### src/rtl/oal_pkg.sv
// package: sizes, operation and status codes, and the cell command word for the ordered list
`default_nettype none
package oal_pkg;

   localparam int CAPACITY = 16;
   localparam int IDX_W    = $clog2(CAPACITY);
   localparam int CNT_W    = $clog2(CAPACITY + 1);

   localparam int FUNC_W = 3;
   localparam int POS_W  = 4;
   localparam int VAL_W  = 32;
   localparam int STAT_W = 3;
   localparam int FIDX_W = 4;

   typedef enum logic [FUNC_W-1:0] {
      FUNC_PUSH_BACK  = 3'd0,
      FUNC_PUSH_FRONT = 3'd1,
      FUNC_POP_BACK   = 3'd2,
      FUNC_POP_FRONT  = 3'd3,
      FUNC_INSERT     = 3'd4,
      FUNC_ERASE      = 3'd5,
      FUNC_FIND       = 3'd6
   } func_type;

   typedef enum logic [STAT_W-1:0] {
      STAT_OK        = 3'd0,
      STAT_FULL      = 3'd1,
      STAT_EMPTY     = 3'd2,
      STAT_BAD_POS   = 3'd3,
      STAT_NOT_FOUND = 3'd4
   } status_type;

   typedef struct packed {
      logic                    shift_up;
      logic                    shift_down;
      logic [IDX_W-1:0]        at;
      logic signed [VAL_W-1:0] value;
      logic [CNT_W-1:0]        count;
   } cell_cmd_type;

endpackage
`default_nettype wire

### src/rtl/oal_req_if.sv
// interface: request channel carrying one operation word
`default_nettype none
interface oal_req_if;
   logic                                valid;
   logic                                ready;
   logic [oal_pkg::FUNC_W-1:0]          func;
   logic [oal_pkg::POS_W-1:0]           position;
   logic signed [oal_pkg::VAL_W-1:0]    value;

   modport source (output valid, output func, output position, output value, input ready);
   modport sink   (input valid, input func, input position, input value, output ready);
endinterface
`default_nettype wire

### src/rtl/oal_rsp_if.sv
// interface: response channel carrying one result word
`default_nettype none
interface oal_rsp_if;
   logic                          valid;
   logic                          ready;
   logic [oal_pkg::STAT_W-1:0]    status;
   logic [oal_pkg::FIDX_W-1:0]    found_index;
   logic [oal_pkg::CNT_W-1:0]     count;

   modport source (output valid, output status, output found_index, output count, input ready);
   modport sink   (input valid, input status, input found_index, input count, output ready);
endinterface
`default_nettype wire

### src/rtl/ordered_array_list_core.sv
// top level: ordered list of signed words built as a row of shifting cells
// Holds up to CAPACITY signed 32-bit entries in a row of cells that shift and compare
// in parallel, so every operation (push, pop, insert, erase, find) acts on all cells together:
// a request word is taken whenever the result register is empty or being drained,
// and its result word is registered and appears in the next cycle, so one word per cycle
// is sustained while results are drained as they come. Entry storage is not cleared at
// reset; only the entry count is, and entries above the count are never reported.
`default_nettype none
module ordered_array_list_core (
   input  wire logic clock,
   input  wire logic reset,
   oal_req_if.sink   req,
   oal_rsp_if.source rsp
);

   localparam int N = oal_pkg::CAPACITY;

   logic accept;
   logic [oal_pkg::CNT_W-1:0]  count_ff;
   logic [oal_pkg::CNT_W-1:0]  count_in;
   oal_pkg::cell_cmd_type      cmd;
   oal_pkg::status_type        dec_status;
   oal_pkg::status_type        status_in;
   logic [oal_pkg::FIDX_W-1:0] found_in;

   logic signed [oal_pkg::VAL_W-1:0] entry [N];
   logic [N-1:0] match;

   logic                       rsp_valid_ff;
   logic [oal_pkg::STAT_W-1:0] rsp_status_ff;
   logic [oal_pkg::FIDX_W-1:0] rsp_found_ff;
   logic [oal_pkg::CNT_W-1:0]  rsp_count_ff;

   assign req.ready = !reset && (!rsp_valid_ff || rsp.ready);
   assign accept    = req.valid && req.ready;

   oal_decode u_decode (
      .fire     (accept),
      .func     (req.func),
      .position (req.position),
      .value    (req.value),
      .count    (count_ff),
      .cmd      (cmd),
      .status   (dec_status),
      .count_in (count_in)
   );

   for (genvar g = 0; g < N; g++) begin : g_cell
      oal_cell u_cell (
         .clock       (clock),
         .cmd         (cmd),
         .cell_index  (oal_pkg::IDX_W'(g)),
         .left_entry  ((g == 0) ? cmd.value : entry[(g == 0) ? 0 : g - 1]),
         .right_entry ((g == N - 1) ? entry[g] : entry[(g == N - 1) ? g : g + 1]),
         .entry       (entry[g]),
         .match       (match[g])
      );
   end

   // first match wins
   always_comb begin
      status_in = dec_status;
      found_in  = '0;
      if (oal_pkg::func_type'(req.func) == oal_pkg::FUNC_FIND) begin
         for (int i = N - 1; i >= 0; i--) begin
            if (match[i]) begin
               status_in = oal_pkg::STAT_OK;
               found_in  = oal_pkg::FIDX_W'(i);
            end
         end
      end
   end

   always_ff @(posedge clock) begin
      if (reset) begin
         count_ff     <= '0;
         rsp_valid_ff <= 1'b0;
      end else begin
         if (accept) begin
            count_ff <= count_in;
         end
         if (accept) begin
            rsp_valid_ff <= 1'b1;
         end else if (rsp.ready) begin
            rsp_valid_ff <= 1'b0;
         end
      end
   end

   always_ff @(posedge clock) begin
      if (accept) begin
         rsp_status_ff <= status_in;
         rsp_found_ff  <= found_in;
         rsp_count_ff  <= count_in;
      end
   end

   assign rsp.valid       = rsp_valid_ff;
   assign rsp.status      = rsp_status_ff;
   assign rsp.found_index = rsp_found_ff;
   assign rsp.count       = rsp_count_ff;

   a_count_bound: assert property (@(posedge clock) disable iff (reset)
      count_ff <= oal_pkg::CNT_W'(oal_pkg::CAPACITY))
      else $error("entry count above capacity");

   a_result_follows: assert property (@(posedge clock) disable iff (reset)
      accept |=> rsp_valid_ff && rsp_count_ff == count_ff)
      else $error("result word missing or count mismatch");

   a_find_keeps_count: assert property (@(posedge clock) disable iff (reset)
      accept && oal_pkg::func_type'(req.func) == oal_pkg::FUNC_FIND |=> $stable(count_ff))
      else $error("find changed the entry count");

   a_no_shift_idle: assert property (@(posedge clock) disable iff (reset)
      !accept |-> !cmd.shift_up && !cmd.shift_down)
      else $error("cells shifted without an accepted word");

endmodule
`default_nettype wire

### src/rtl/oal_decode.sv
// operation decoder: bounds checks, next count and the command word broadcast to all cells
`default_nettype none
module oal_decode (
   input  wire logic                             fire,
   input  wire logic [oal_pkg::FUNC_W-1:0]       func,
   input  wire logic [oal_pkg::POS_W-1:0]        position,
   input  wire logic signed [oal_pkg::VAL_W-1:0] value,
   input  wire logic [oal_pkg::CNT_W-1:0]        count,
   output oal_pkg::cell_cmd_type                 cmd,
   output oal_pkg::status_type                   status,
   output logic [oal_pkg::CNT_W-1:0]             count_in
);

   logic full;
   logic empty;
   logic up;
   logic down;
   logic [oal_pkg::IDX_W-1:0] at;

   assign full  = count >= oal_pkg::CNT_W'(oal_pkg::CAPACITY);
   assign empty = count == '0;

   always_comb begin
      status   = oal_pkg::STAT_OK;
      count_in = count;
      up       = 1'b0;
      down     = 1'b0;
      at       = '0;
      unique case (oal_pkg::func_type'(func))
         oal_pkg::FUNC_PUSH_BACK: begin
            if (full) begin
               status = oal_pkg::STAT_FULL;
            end else begin
               up       = 1'b1;
               at       = oal_pkg::IDX_W'(count);
               count_in = count + 1'b1;
            end
         end
         oal_pkg::FUNC_PUSH_FRONT: begin
            if (full) begin
               status = oal_pkg::STAT_FULL;
            end else begin
               up       = 1'b1;
               count_in = count + 1'b1;
            end
         end
         oal_pkg::FUNC_POP_BACK: begin
            if (empty) begin
               status = oal_pkg::STAT_EMPTY;
            end else begin
               count_in = count - 1'b1;
            end
         end
         oal_pkg::FUNC_POP_FRONT: begin
            if (empty) begin
               status = oal_pkg::STAT_EMPTY;
            end else begin
               down     = 1'b1;
               count_in = count - 1'b1;
            end
         end
         oal_pkg::FUNC_INSERT: begin
            priority if (full) begin
               status = oal_pkg::STAT_FULL;
            end else if (int'(position) > int'(count)) begin
               status = oal_pkg::STAT_BAD_POS;
            end else begin
               up       = 1'b1;
               at       = oal_pkg::IDX_W'(position);
               count_in = count + 1'b1;
            end
         end
         oal_pkg::FUNC_ERASE: begin
            priority if (empty) begin
               status = oal_pkg::STAT_EMPTY;
            end else if (int'(position) >= int'(count)) begin
               status = oal_pkg::STAT_BAD_POS;
            end else begin
               down     = 1'b1;
               at       = oal_pkg::IDX_W'(position);
               count_in = count - 1'b1;
            end
         end
         oal_pkg::FUNC_FIND: begin
            status = oal_pkg::STAT_NOT_FOUND;
         end
         default: begin
            status = oal_pkg::STAT_OK;
         end
      endcase
   end

   assign cmd.shift_up   = fire && up;
   assign cmd.shift_down = fire && down;
   assign cmd.at         = at;
   assign cmd.value      = value;
   assign cmd.count      = count;

endmodule
`default_nettype wire

### src/rtl/oal_cell.sv
// list cell: one entry, shifted from either neighbor, and its key compare
`default_nettype none
module oal_cell (
   input  wire logic                             clock,
   input  wire oal_pkg::cell_cmd_type            cmd,
   input  wire logic [oal_pkg::IDX_W-1:0]        cell_index,
   input  wire logic signed [oal_pkg::VAL_W-1:0] left_entry,
   input  wire logic signed [oal_pkg::VAL_W-1:0] right_entry,
   output logic signed [oal_pkg::VAL_W-1:0]      entry,
   output logic                                  match
);

   logic signed [oal_pkg::VAL_W-1:0] entry_ff;
   logic signed [oal_pkg::VAL_W-1:0] entry_in;

   always_comb begin
      priority if (cmd.shift_up && cell_index > cmd.at) begin
         entry_in = left_entry;
      end else if (cmd.shift_up && cell_index == cmd.at) begin
         entry_in = cmd.value;
      end else if (cmd.shift_down && cell_index >= cmd.at) begin
         entry_in = right_entry;
      end else begin
         entry_in = entry_ff;
      end
   end

   always_ff @(posedge clock) begin
      entry_ff <= entry_in;
   end

   assign entry = entry_ff;
   assign match = (entry_ff == cmd.value) && (oal_pkg::CNT_W'(cell_index) < cmd.count);

endmodule
`default_nettype wire
### src/flat_wrapper.sv
// flat-port wrapper written by rule: the top's interface ports become plain ports
module ordered_array_list_core_flat 
  (clock, reset, req_valid, req_func, req_position, req_value, req_ready, rsp_valid, rsp_status, rsp_found_index, rsp_count, rsp_ready);
  oal_req_if req_i ();
  oal_rsp_if rsp_i ();
  input  wire logic clock;
  input  wire logic reset;
  input wire logic [$bits(req_i.valid)-1:0] req_valid;
  input wire logic [$bits(req_i.func)-1:0] req_func;
  input wire logic [$bits(req_i.position)-1:0] req_position;
  input wire logic [$bits(req_i.value)-1:0] req_value;
  output wire logic [$bits(req_i.ready)-1:0] req_ready;
  output wire logic [$bits(rsp_i.valid)-1:0] rsp_valid;
  output wire logic [$bits(rsp_i.status)-1:0] rsp_status;
  output wire logic [$bits(rsp_i.found_index)-1:0] rsp_found_index;
  output wire logic [$bits(rsp_i.count)-1:0] rsp_count;
  input wire logic [$bits(rsp_i.ready)-1:0] rsp_ready;
  assign req_i.valid = req_valid;
  assign req_i.func = req_func;
  assign req_i.position = req_position;
  assign req_i.value = req_value;
  assign req_ready = req_i.ready;
  assign rsp_valid = rsp_i.valid;
  assign rsp_status = rsp_i.status;
  assign rsp_found_index = rsp_i.found_index;
  assign rsp_count = rsp_i.count;
  assign rsp_i.ready = rsp_ready;
  ordered_array_list_core u_core (.clock(clock), .reset(reset), .req(req_i), .rsp(rsp_i));
endmodule
### config.mk
export PLATFORM = sky130hd
export DESIGN_NAME = ordered_array_list_core_flat
export DESIGN_NICKNAME = d
export VERILOG_FILES = /design/src/rtl/oal_pkg.sv /design/src/rtl/oal_req_if.sv /design/src/rtl/oal_rsp_if.sv /design/src/rtl/ordered_array_list_core.sv /design/src/rtl/oal_decode.sv /design/src/rtl/oal_cell.sv /design/src/flat_wrapper.sv
export SDC_FILE = /design/constraint.sdc
export NUM_CORES = 1
export LEC_CHECK = 0
export BUFFER_PORTS_ARGS = -buffer_cell sky130_fd_sc_hd__buf_4
export CAP_MARGIN = 20
export CORE_MARGIN = 4
export CORE_UTILIZATION = 30
export CTS_CLUSTER_SIZE = 14
export DETAILED_ROUTE_END_ITERATION = 8
export PLACE_DENSITY = 0.45
export SKIP_LAST_GASP = 1
export SLEW_MARGIN = 30
export SYNTH_ARGS = -nofsm -noshare
export SYNTH_HDL_FRONTEND = slang
export SYNTH_HIERARCHICAL = 1
export SYNTH_SLANG_ARGS = --single-unit
### constraint.sdc
create_clock -name clock -period 6.3 [get_ports clock]
set_clock_uncertainty 0.15 [all_clocks]
set_input_delay 0.945 -clock clock [delete_from_list [all_inputs] [get_ports clock]]
set_output_delay 0.945 -clock clock [all_outputs]
set_load 0.1 [all_outputs]
==> summary.txt <==
Outcome
  • Run status: finished clean

Clock network
  • Hold buffers post-CTS: 0
  • CTS H-tree depth: 3
  • Reg clk slew, reported paths: 60 ps
  • Num CTS Buffers: 68
  • Post-CTS sizing: 0
  • Clock root cell: clkbuf_16
  • CTS tree: yes
  • Worst skew pair latency: around 620 ps
  • Worst-case clock buffer depth: 3
  • Clk sinks: between 500 and 600
  • Post-CTS Setup Bufs: 0

Placed design
  • Dpl ws: roughly 750 ps
  • DP Area: just under 0.04 sq mm
  • Dpl cells: between 5000 and 6000
  • Post-DP HPWL: 93.8 mm
  • Placer congestion estimate: roughly 0.84
  • IO buf count: 56

Synth
  • Main combinational cell family by area after synthesis: multiplexers
  • Synthesis Warnings: 6
  • Synth Area in Compound Gates: a little over a tenth
  • Simple-Gate Fraction of Synth Area: a little over a tenth
  • Post-synthesis average cell area: between 10 and 15 sq um
  • Mapped cell area: approximately 0.038 sq mm
  • Sequential fraction of the synthesis area: a little over two fifths
  • Post-synth top flop: edfxtp_1
  • Synth async-reset ratio: 0%
  • Area share of the largest cell type after synthesis: 41.8%
  • Synth Area in Adders: approximately 4%
  • Post-synth EDFFs: around 520
  • Mux share of post-synthesis cell area: between 10% and 20%
  • Post-synthesis xor/xnor area fraction: 11.9%
  • Post-Synthesis Cells: 3681
  • Synthesis-stage register bit count: 530
  • Synth top area cells: edfxtp_1 (42%), mux2i_1 (14%), xor2_1 (9.1%), o21ai_1 (6.4%), nand2_1 (5.3%)
  • Cell accounting for the most synthesized area: edfxtp_1
  • Netlist cell types: 65

Final layout
  • Share of post-route cells with drive strength above 1: 8.66%
  • Commonest non-fill, non-tap cells in the layout: nand2_1 (535), edfxtp_1 (524), mux2i_1 (512), o21ai_1 (483), xor2_1 (390)
  • Synth-to-Final Area Change: 11.2%
  • Final non-filler cell total: roughly 5500
  • Final Instance Area: between 0.04 and 0.05 sq mm
  • Most common cell after layout, fill and taps aside: nand2_1
  • # diodes: 0
  • Nets: approximately 4000
  • # fillers: approximately 13000

Power and ir drop
  • Net switching power figure: approximately 2.7 mW
  • Internal power: between 6 and 7 mW
  • Comb power frac: roughly 15%
  • Sequential share of power: ~44%
  • Peak supply drop: 0.000138 V
  • Sw Share: 28.5%
  • Power Density: approximately 220 mW/mm^2
  • Leakage power: ~17 nW
  • Clock network fraction of total power: roughly 41%

STA
  • Fin crit share: between 70% and 80%
  • Worst Setup Slack, final: roughly 1300 ps
  • Highest Clock Rate: 201 MHz
  • Slew margin rel.: a little over a quarter
  • Setup TNS: 0 ps
  • Min cycle time layout: between 4000 and 5000 ps
  • Worst-margin pin slew: between 1000 and 1500 ps
  • Fin Hold WS: a little over 400 ps
  • # setup viols final: 0
  • Final hold vios: 0
  • RSZ-0062 raised after global routing: false
  • Slew Viols, Final: 0

Drt
  • Final WL: 133 mm
  • Post-route DRC: 0
  • TritonRoute pass-1 iters: 7
  • ANT nets after route: 0
  • DR vias/cell: 5.14
  • DR vias: 28200
  • Routed wire per std cell: between 20 and 25 microns
  • Iter 0 DRT Violations: approximately 2700

GRT
  • Grt total ovfl: 0
  • Number of global-route vias before repair: around 28000
  • GRT Total Usage: 19.8%
  • Initial antenna violation count: 0
  • Global-route wire length before repair: approximately 190 mm
  • Largest net degree at the start of global routing: 65

Worst setup path
  • Kind of critical path: input pin to flop
  • Crit path DAT: between 5000 and 6000 ps
  • Max FO, Critical Path: 17
  • Reg2Reg Depth: 15
  • Crit start category: input pin
  • Reg-to-reg endpoint: u_core/g_cell[2].u_cell/entry[29]
  • Nature of the critical path endpoint: flop
  • R2r setup slk: 1340 ps
  • R2r startpoint: u_core/count_ff[3]
  • Worst path required time: ~6500 ps

Floorplanning
  • Cell Rows: around 130
  • Top-level I/O count: between 50 and 60
  • Die H: 362 microns
  • Core footprint: between 0.1 and 0.15 sq mm
  • Initial Utilization: a little under a third
  • Die Wd: 362 microns
  • Full die area: ~0.13 sq mm

Hold path
  • Worst Hold Path Cells: 3
  • HP Class: input pin to flop
  • HP Start: req_valid
  • Hold Crit Endpoint: u_core/rsp.valid

Run
  • Max-Cap Viols: 0
==> metrics by stage <==
step	power (mW)	utilization, %
global placement	5.58	31.9
CTS	9.48	33.7
global route	9.78	33.7
detailed placement	5.59	32.0
floorplan	5.12	-
finish	9.37	33.7
==> cells by family after synthesis <==
family	Yosys count
buf+inv	393
simple gates	883
xor+xnor	514
other cells	2
fa+ha+maj	120
flops	530
mux	517
compound gates	722
==> sequential cells by signal, indices dropped and copies added (netlist names) <==
register,flops
u_core/g_cell.u_cell/entry,512
u_core/count_ff,5
u_core/rsp.count,5
u_core/rsp.found_index,4
u_core/rsp.status,3
u_core/rsp.valid,1
==> per-layer routing <==
metal	share of wire [%]	GRT usage (%)	vias to the layer above
li1	-	-	13300
met1	48	29.0	13900
met2	44	30.6	875
met3	5.9	2.59	145
met4	2.5	5.18	0
met5	0	0	-
==> area by class of cell <==
class	count	area [sq um]	share of cell area, %
flip-flops and latches	530	15900	37.9
inverters	174	653	1.56
multi-input cells	2874	19800	47.3
well taps	1637	2050	4.89
clock buffers	92	1830	4.38
repair buffers	158	1410	3.36
clock inverters	28	268	0.639
==> worst max path at each step <==
| stage | endpoint | slack (ps) | start | cells after the start |
|---|---|---|---|---|
| 3_3_place_gp | u_core/g_cell[2].u_cell/entry[29] | 780 | req_position[3] | 15 |
| 2_1_floorplan | u_core/g_cell[0].u_cell/entry[0] | 190 | rsp_ready | 7 |
| 6_report | u_core/g_cell[2].u_cell/entry[29] | 1330 | req_position[3] | 15 |
| 5_1_grt | u_core/g_cell[9].u_cell/entry[5] | 1070 | u_core/count_ff[3] | 15 |
| 3_5_place_dp | u_core/g_cell[2].u_cell/entry[29] | 750 | req_position[3] | 15 |
| 4_1_cts | u_core/g_cell[2].u_cell/entry[29] | 1360 | u_core/count_ff[3] | 15 |
==> power groups by stage <==
stage | Sequential (mW) | Combinational (mW) | Clock [mW]
3_3_place_gp | 4.20 | 1.38 | 0
2_1_floorplan | 4.18 | 0.939 | 0
3_5_place_dp | 4.20 | 1.40 | 0
5_1_grt | 4.13 | 1.55 | 4.10
6_report | 4.12 | 1.41 | 3.84
4_1_cts | 4.12 | 1.40 | 3.96
==> worst max-delay path, cell delays in order <==
cell,delay [ps]
buf_4,110
ha_1,280
nand2_1,100
or3_4,410
o21ai_2,130
nand3_2,140
o21ai_1,240
a22o_1,800
inv_1,110
ha_1,370
nand4_1,130
or2_2,590
buf_12,260
mux2i_1,420
o21ai_1,90
==> synthesized netlist by cell type (4+ instances only) <==
cell type and instances:
a21o_1 24, a21o_2 16, a21oi_1 63, a22o_1 5, a31oi_1 12, buf_12 18, buf_2 98, buf_4 54
buf_6 16, buf_8 30, dfxtp_1 6, edfxtp_1 524, ha_1 120, inv_1 171, mux2_1 4, mux2i_1 512
nand2_1 535, nand2b_1 26, nand3_1 34, nand4_1 63, nor2_1 46, nor2b_1 11, nor3_1 27, nor3b_1 7
nor4_1 98, o2111ai_1 16, o211a_1 17, o21ai_0 43, o21ai_1 483, o22ai_1 20, or2_1 16, xnor2_1 124
xor2_1 390
(Power assumes the default switching activity.)
